## config.mk

```make
export PLATFORM = sky130hd
export DESIGN_NAME = button_debounce_trigger_latch_top
export DESIGN_NICKNAME = d
export VERILOG_FILES = /design/src/hdl/bdtl_pkg.sv /design/src/hdl/bdtl_lane.sv /design/src/hdl/bdtl_merge.sv /design/src/hdl/button_debounce_trigger_latch_top.sv
export SDC_FILE = /design/constraint.sdc
export NUM_CORES = 1
export LEC_CHECK = 0
export ABC_AREA = 0
export BUFFER_PORTS_ARGS = -buffer_cell sky130_fd_sc_hd__clkbuf_2
export CAP_MARGIN = 20
export CORE_MARGIN = 2
export CORE_UTILIZATION = 57
export DETAILED_ROUTE_END_ITERATION = 12
export PLACE_DENSITY = 0.93
export SYNTH_ARGS = -nofsm -noshare
export SYNTH_HDL_FRONTEND = slang
export SYNTH_SLANG_ARGS = --single-unit
```

## constraint.sdc

```tcl
create_clock -name aclk -period 3.8 [get_ports aclk]
set_clock_uncertainty 0.15 [all_clocks]
set_input_delay 0.38 -clock aclk [delete_from_list [all_inputs] [get_ports aclk]]
set_output_delay 0.38 -clock aclk [all_outputs]
set_load 0.05 [all_outputs]
```

## src/hdl/bdtl_pkg.sv

```systemverilog
// Shared types and constants for the button debounce and trigger latch.
package bdtl_pkg;

    localparam int NUM_BUTTONS = 3;
    localparam int PIN_BITS    = 3;
    localparam int ID_BITS     = 2;

    localparam logic FUNC_SAMPLE = 1'b0;
    localparam logic FUNC_READ   = 1'b1;

    typedef enum logic [2:0] {
        PH_INIT          = 3'd0,
        PH_PRESS_START   = 3'd1,
        PH_PRESSED       = 3'd2,
        PH_RELEASE_START = 3'd3,
        PH_RELEASED      = 3'd4
    } phase_t;

    typedef enum logic [1:0] {
        ST_UNKNOWN   = 2'd0,
        ST_PRESSED   = 2'd1,
        ST_RELEASED  = 2'd2,
        ST_TRIGGERED = 2'd3
    } btn_state_t;

    typedef struct packed {
        logic sample;
        logic down;
        logic clear;
    } lane_ctrl_t;

endpackage

```

## src/hdl/bdtl_lane.sv

```systemverilog
// One button's debounce machine and reported-state latch.
module bdtl_lane
    import bdtl_pkg::*;
(
    input  logic       aclk,
    input  logic       aresetn,
    input  lane_ctrl_t ctrl,
    output btn_state_t state
);

    phase_t     phase_reg, phase_next;
    btn_state_t state_reg, state_next;
    phase_t     target;
    logic       enter;

    always_comb begin
        phase_next = phase_reg;
        state_next = state_reg;
        target     = phase_reg;
        enter      = 1'b0;
        if (ctrl.clear) begin
            phase_next = PH_INIT;
            state_next = ST_UNKNOWN;
        end else if (ctrl.sample) begin
            unique case (phase_reg)
                PH_INIT: begin
                    enter  = 1'b1;
                    target = ctrl.down ? PH_PRESS_START : PH_RELEASE_START;
                end
                PH_PRESS_START: begin
                    enter  = 1'b1;
                    target = ctrl.down ? PH_PRESSED : PH_RELEASE_START;
                end
                PH_PRESSED: begin
                    enter  = !ctrl.down;
                    target = PH_RELEASE_START;
                end
                PH_RELEASE_START: begin
                    enter  = 1'b1;
                    target = ctrl.down ? PH_PRESS_START : PH_RELEASED;
                end
                PH_RELEASED: begin
                    enter  = ctrl.down;
                    target = PH_PRESS_START;
                end
                default: begin
                    enter  = 1'b0;
                    target = phase_reg;
                end
            endcase
            if (enter) begin
                phase_next = target;
                // triggered sticks until read
                if (state_reg != ST_TRIGGERED) begin
                    if (target == PH_PRESSED) begin
                        state_next = ST_PRESSED;
                    end else if (target == PH_RELEASED) begin
                        state_next = (state_reg == ST_PRESSED) ? ST_TRIGGERED : ST_RELEASED;
                    end
                end
            end
        end
    end

    always_ff @(posedge aclk) begin
        if (!aresetn) begin
            phase_reg <= PH_INIT;
            state_reg <= ST_UNKNOWN;
        end else begin
            phase_reg <= phase_next;
            state_reg <= state_next;
        end
    end

    assign state = state_reg;

    a_clear_resets: assert property (@(posedge aclk) disable iff (!aresetn)
        ctrl.clear |=> (state_reg == ST_UNKNOWN && phase_reg == PH_INIT))
        else $error("lane not cleared after triggered read");

endmodule

```

## src/hdl/bdtl_merge.sv

```systemverilog
// Read selection across lanes, clear generation and buffered result channel.
module bdtl_merge
    import bdtl_pkg::*;
(
    input  logic                   aclk,
    input  logic                   aresetn,
    input  logic                   read_accept,
    input  logic [ID_BITS-1:0]     button_id,
    input  btn_state_t             lane_state [NUM_BUTTONS],
    output logic [NUM_BUTTONS-1:0] lane_clear,
    output logic                   in_ready,
    output logic                   m_tvalid,
    input  logic                   m_tready,
    output btn_state_t             m_state
);

    btn_state_t sel_state;
    logic       out_valid_reg, out_valid_next;
    logic       skid_valid_reg, skid_valid_next;
    btn_state_t out_data_reg, out_data_next;
    btn_state_t skid_data_reg, skid_data_next;
    logic       pop;

    // Out-of-range ids match no lane and read as unknown
    always_comb begin
        sel_state  = ST_UNKNOWN;
        lane_clear = '0;
        for (int b = 0; b < NUM_BUTTONS; b++) begin
            if (32'(button_id) == b) begin
                sel_state     = lane_state[b];
                lane_clear[b] = read_accept && (lane_state[b] == ST_TRIGGERED);
            end
        end
    end

    assign pop = out_valid_reg && m_tready;

    always_comb begin
        out_valid_next  = out_valid_reg;
        out_data_next   = out_data_reg;
        skid_valid_next = skid_valid_reg;
        skid_data_next  = skid_data_reg;
        if (out_valid_reg && !pop) begin
            // hold the output, park a new transaction in the skid stage
            if (read_accept) begin
                skid_valid_next = 1'b1;
                skid_data_next  = sel_state;
            end
        end else if (skid_valid_reg) begin
            out_valid_next  = 1'b1;
            out_data_next   = skid_data_reg;
            skid_valid_next = 1'b0;
        end else begin
            out_valid_next = read_accept;
            out_data_next  = sel_state;
        end
    end

    always_ff @(posedge aclk) begin
        if (!aresetn) begin
            out_valid_reg  <= 1'b0;
            skid_valid_reg <= 1'b0;
        end else begin
            out_valid_reg  <= out_valid_next;
            skid_valid_reg <= skid_valid_next;
        end
    end

    always_ff @(posedge aclk) begin
        out_data_reg  <= out_data_next;
        skid_data_reg <= skid_data_next;
    end

    assign in_ready = !skid_valid_reg;
    assign m_tvalid = out_valid_reg;
    assign m_state  = out_data_reg;

    a_skid_behind_out: assert property (@(posedge aclk) disable iff (!aresetn)
        skid_valid_reg |-> out_valid_reg)
        else $error("skid stage full while output empty");

    a_clear_onehot: assert property (@(posedge aclk) disable iff (!aresetn)
        $onehot0(lane_clear))
        else $error("more than one lane cleared");

    a_clear_on_read: assert property (@(posedge aclk) disable iff (!aresetn)
        (lane_clear != '0) |-> read_accept)
        else $error("lane cleared without a read");

    a_read_gives_result: assert property (@(posedge aclk) disable iff (!aresetn)
        read_accept |=> out_valid_reg)
        else $error("read accepted but no result pending");

endmodule

```

## src/hdl/button_debounce_trigger_latch_top.sv

```systemverilog
// Read results are registered; they queue in the skid stage while m_tready is low.
// One item per cycle while s_tready is high; each sample updates all lanes at once.
// A two-entry output buffer keeps s_tready high while one result waits.
// Reset (aresetn low, synchronous): all buttons to init phase, state unknown,
// output buffer emptied.
module button_debounce_trigger_latch_top
    import bdtl_pkg::*;
(
    input  logic       aclk,
    input  logic       aresetn,
    input  logic       s_tvalid,
    output logic       s_tready,
    input  logic [7:0] s_tdata,  // [2:0] pin_levels, [4:3] button_id, [7:5] zero
    input  logic       s_tuser,  // [0] func
    output logic       m_tvalid,
    input  logic       m_tready,
    output logic [7:0] m_tdata   // [1:0] button_state, [7:2] zero
);

    logic                   accept;
    logic                   read_accept;
    logic                   sample_accept;
    logic [PIN_BITS-1:0]    pin_levels;
    logic [ID_BITS-1:0]     button_id;
    btn_state_t             lane_state [NUM_BUTTONS];
    logic [NUM_BUTTONS-1:0] lane_clear;
    btn_state_t             m_state;

    assign pin_levels    = s_tdata[PIN_BITS-1:0];
    assign button_id     = s_tdata[PIN_BITS +: ID_BITS];
    assign accept        = s_tvalid && s_tready;
    assign read_accept   = accept && (s_tuser == FUNC_READ);
    assign sample_accept = accept && (s_tuser == FUNC_SAMPLE);

    for (genvar b = 0; b < NUM_BUTTONS; b++) begin : g_lane
        lane_ctrl_t ctrl;
        assign ctrl.sample = sample_accept;
        assign ctrl.clear  = lane_clear[b];
        // low-active pins; buttons without a pin read as released
        if (b < PIN_BITS) begin : g_pin
            assign ctrl.down = !pin_levels[b];
        end else begin : g_nopin
            assign ctrl.down = 1'b0;
        end

        bdtl_lane u_lane (
            .aclk    (aclk),
            .aresetn (aresetn),
            .ctrl    (ctrl),
            .state   (lane_state[b])
        );
    end

    bdtl_merge u_merge (
        .aclk        (aclk),
        .aresetn     (aresetn),
        .read_accept (read_accept),
        .button_id   (button_id),
        .lane_state  (lane_state),
        .lane_clear  (lane_clear),
        .in_ready    (s_tready),
        .m_tvalid    (m_tvalid),
        .m_tready    (m_tready),
        .m_state     (m_state)
    );

    assign m_tdata = {6'd0, m_state};

endmodule

```

## Yosys cells after proc, flatten, opt, wreduce, memory -nomap -nowiden

Index checks and enable logic that the tools add are counted.

- Register bits after elaboration: 21
- Input bits: 13
- Output and inout bits: 10
- Logic and storage cells: 119

- Equality and inequality tests: 29
- Muxes and demuxes: 44
- Bitwise operators: 2
- Reduce and logical (&&, ||, !) cells: 34

Operators with widths:

| cell | count |
|---|---|
| $pmux W3 S5 | 3 |
| $eq A3 B2 Y1 const B | 9 |
| $mux W3 | 9 |
| $mux W2 | 13 |
| $eq A3 B3 Y1 const B | 6 |
| $mux W1 | 16 |
| $reduce_and A4 Y1 | 3 |
| $reduce_and A2 Y1 | 5 |
| $eq A3 B1 Y1 const B | 3 |
| $logic_not A3 Y1 | 3 |
| $pmux W1 S3 | 3 |
| $reduce_or A3 Y1 | 3 |
| $eq A2 B1 Y1 const B | 4 |
| $eq A2 B2 Y1 const B | 4 |
| $logic_and A1 B1 Y1 | 8 |
| $ne A2 B2 Y1 const B | 3 |
| $reduce_bool A2 Y1 | 3 |
| $reduce_or A2 Y1 | 3 |
| $logic_not A1 Y1 | 5 |
| $logic_not A2 Y1 | 1 |
| $not A1 Y1 | 2 |

## Depth between registers and ports, before layout

- Depth after elaboration: 9
- Gate-level depth with buffers: 4
- Gate-level depth less buffers: 3

## Modules after synthesis

From an unflattened synthesis, not the netlist that was laid out.

- Cell total of the unflattened synthesis: 116
- Area, all modules: 1148.6 um^2

By module, submodules not included:

| module | times used | cells an instance | area each (um^2) | sequential area each (um^2) |
|---|---|---|---|---|
| bdtl_lane | 3 | 26 | 252.7 | 100.1 |
| bdtl_merge | 1 | 26 | 314.1 | 160.2 |
| button_debounce_trigger_latch_top | 1 | 12 | 76.3 | 0.0 |

## Least setup slack after synthesis

OpenSTA, ideal clock, no wires.

- Path kind: register -> register
- From: register u_merge.skid_valid_reg
- To: register u_merge.out_data_reg[0] (netlist: u_merge.m_state[0]), data pin
- Library setup time: 260 ps
- Arrival time: 1143 ps
- Data required time: 3390 ps
- Path slack: 2248 ps
- Stages on the path, launching flop included: 3
- Path buffers: 0
- Clock period less this slack: 1552 ps
- Path through: dfxtp_1 inv_1 mux2_2

- Cells in the longest elaborated chain, start to end: 1

Ends and longest elaborated chain:

| item | RTL line | text |
|---|---|---|
| from (decl) | bdtl_merge.sv:19 | `logic skid_valid_reg, skid_valid_next;` |
| from (signal assigned) | bdtl_merge.sv:65 | `skid_valid_reg <= skid_valid_next;` |
| $mux W2 | bdtl_merge.sv:49 | `end else if (skid_valid_reg) begin` |
| to (signal assigned) | bdtl_merge.sv:70 | `out_data_reg <= out_data_next;` |
| to (decl) | bdtl_merge.sv:20 | `btn_state_t out_data_reg, out_data_next;` |

No other way between the ends.
A chain may end at the register's enable or synchronous reset.

## Worst setup path after layout

- From: register u_merge.skid_valid_reg
- To: output s_tready

- Cells in the longest elaborated chain, start to end: 1

Ends and longest elaborated chain:

| item | RTL line | text |
|---|---|---|
| $logic_not A1 Y1 | bdtl_merge.sv:74 | `assign in_ready = !skid_valid_reg;` |
| to (decl) | button_debounce_trigger_latch_top.sv:12 | `output logic s_tready,` |

No other way between the ends.

==> qor.yml <==
outcome: "finished clean"
met2_wirelength_mm: 1.12
start_util_pct: 59.9
worst-setup-path-type: "flip-flop to output pin"
r2r_slack_ns: 2.18
clockRootBuffer: "clkbuf_4"
yosysWarnings: 0
finalHoldViolCount: 0
cp.required_ns: 3.27
yosysSeqAreaShare_pct: 39.1
drt-total-wl_mm: 2.21
cts_buffers: 3
rsz0062_at_grt: "false"
max_cap_violations: 0
max_freq_ghz: 0.546
slew_violations: 0
synth_top_flop_cell: "dfxtp_1"
clock-sinks: 21
drc: 0
synth_mux_area_share_pct: 6.17
placement.io_buffers: 13
met3_length_um: 99
cp_max_fo: 8
synthXorXnorAreaFrac_pct: 2.23
endpoint_kind: "output pin"
syn_inst: 118
htreeDepth: 1
holdPathEnd: "u_merge.m_tvalid"
setup_viol: 0
vias: 914
synth_top_family_by_area: "simple AND/OR/NAND/NOR gates"
final_nets: 140
synthTopCellsByCount: "dfxtp_1 (17), nor2_1 (10), a21oi_1 (8)"
layout-drive-gt1-share_pct: 23.8
track_usage_pct: 20.1
viasPerCell: 5.97
m1WireLength_um: 923
holdCritPathClass: "input pin to flip-flop"
cts.clk_slew.worst_paths_ns: 0.12
areaGrowthSynthToFinish_pct: 5.85
holdCritStartpoint: "aresetn"
grt_overflow: 0
async_flop_share_pct: 0
synth-compound-area-share_pct: 20.7
grt_pass1_vias: 872
grt_pass1_wl_mm: 3.75
grt_start_max_net_pins: 12
dp_hpwl_mm: 1.70
antenna_found_initial: 0
clockBufferDepth: 2
cp.arrival_ns: 1.30
final_antenna_net_count: 0
dr.first_iter.drc_count: 20
min_period_ns: 1.83
synth_seq_cells: 21
gp_congestion: 0.804
irDropWorstVdd_mv: 0.206
pre_cts_slack_ns: 2.13
ios: 23
setup_ws_ns: 1.97
clk_latency_ns: 0.30
syn_area_mm2: 0.00118
rr_worst_depth: 3
coreArea_mm2: 0.00196
min_path_cells: 2
antenna_cells: 0
synthSimpleGateAreaFrac_pct: 24.0
reg2reg_from: "u_merge.skid_valid_reg"
top_layer: "met4"
dr.pass1.iters: 4
die_area_mm2: 0.00244
synth_edf_count: 4
start_kind: "flip-flop"
fin_hold_ws_ns: 0.282
tritoncts: "yes"
yosys.cell_count.top_type: "dfxtp_1"
netlist_top_cells_area: "dfxtp_1 (29%), edfxtp_1 (10%), o31ai_4 (5.4%), mux2i_1 (4.3%), buf_4 (3.8%)"
die_x_um: 49.4
placementRows: 16
post-cts-setup-buffers: 0
postSynthAreaPerCell_um2: 9.97
fillCellCount: 179
min_period_over_period_pct: 48.2
post_cts_resized: 0
die-height_um: 49.4
tns_ns: 0
yosysUniqueCellTypes: 35
postCtsHoldBufs: 0
largest_reg_flops: 9
synth_adder_area_share_pct: 0
wl_per_cell_um: 14.4
yosysTopAreaCell: "dfxtp_1"
yosys.area.top_type_share_pct: 28.9
p_leak_nw: 0.450
powerDensity_mw_per_mm2: 340
r2r-end: "g_lane[2].u_lane.state[1]"
[where the power goes]
group          internal, W   total, W  switching (W)
sequential        0.000233   0.000245      0.0000112
combinational    0.0000243  0.0000722      0.0000479
clock            0.0000409   0.000107      0.0000659
total             0.000299   0.000424       0.000125
[critical path: stages (launching register included)]
cell and delay [ns]:
dfxtp_1 0.60, inv_1 0.14, clkbuf_2 0.26
[per-stage QoR]
step / instance area, µm² / power [W] / util, % / instances
finish: 1240 / 0.000424 / 63.5 / 153
global placement: 1220 / 0.000317 / 62.1 / 149
global route: 1240 / 0.000441 / 63.5 / 153
detailed placement: 1220 / 0.000321 / 62.1 / 149
CTS: 1240 / 0.000426 / 63.5 / 153
floorplan: 1190 / 0.000309 / - / 123
[cell families after synthesis]
logic type	Yosys count
AND/OR/NAND/NOR	39
AO/OA/AOI/OAI	30
flip-flops	21
buffers and inverters	17
multiplexers	7
XOR/XNOR	3
other	1
[area by class of cell]
type	count	area (µm²)	share of cell area (%)
inverter	3	11.3	0.905
multi-input combinational	85	648	52.1
tap	27	33.8	2.71
sequential	21	460	37.0
timing repair buffer	13	65.1	5.23
clock buffer	4	26.3	2.11
[layout by cell type, fill, tap and decap left out, types with 2 or more instances in the layout]
master and instances:
mux2i_1 5, a211oi_1 3, nor4b_2 3, inv_1 3, nor2_1 10, nor3_1 2
clkbuf_2 13, mux2_2 2, conb_1 6, o21ai_0 2, a21oi_1 8, nand3b_1 3
nor4_1 7, o31ai_4 3, a41oi_1 2, nand3_1 2, dfxtp_1 17, a31oi_1 6
edfxtp_1 4, or2_2 3, xnor2_1 3, a311oi_1 4, clkbuf_4 3
[metal layers]
metal | global-route usage [%] | up-vias
met2 | 35.8 | 24
met5 | 0 | -
li1 | - | 448
met3 | 3.99 | 6
met4 | 12.0 | 0
met1 | 21.9 | 436
[how the worst max path moves through the flow]
stage	start	to	depth (start not counted)
after floorplan	u_merge.skid_valid_reg	u_merge.m_state[0]	2
after global placement	s_tuser	g_lane[2].u_lane.state[1]	4
after detailed placement	s_tuser	g_lane[2].u_lane.state[1]	4
after CTS	u_merge.skid_valid_reg	s_tready	2
after global routing	u_merge.skid_valid_reg	s_tready	2
final	u_merge.skid_valid_reg	s_tready	2
No activity file was read; power rests on OpenSTA's default activity.
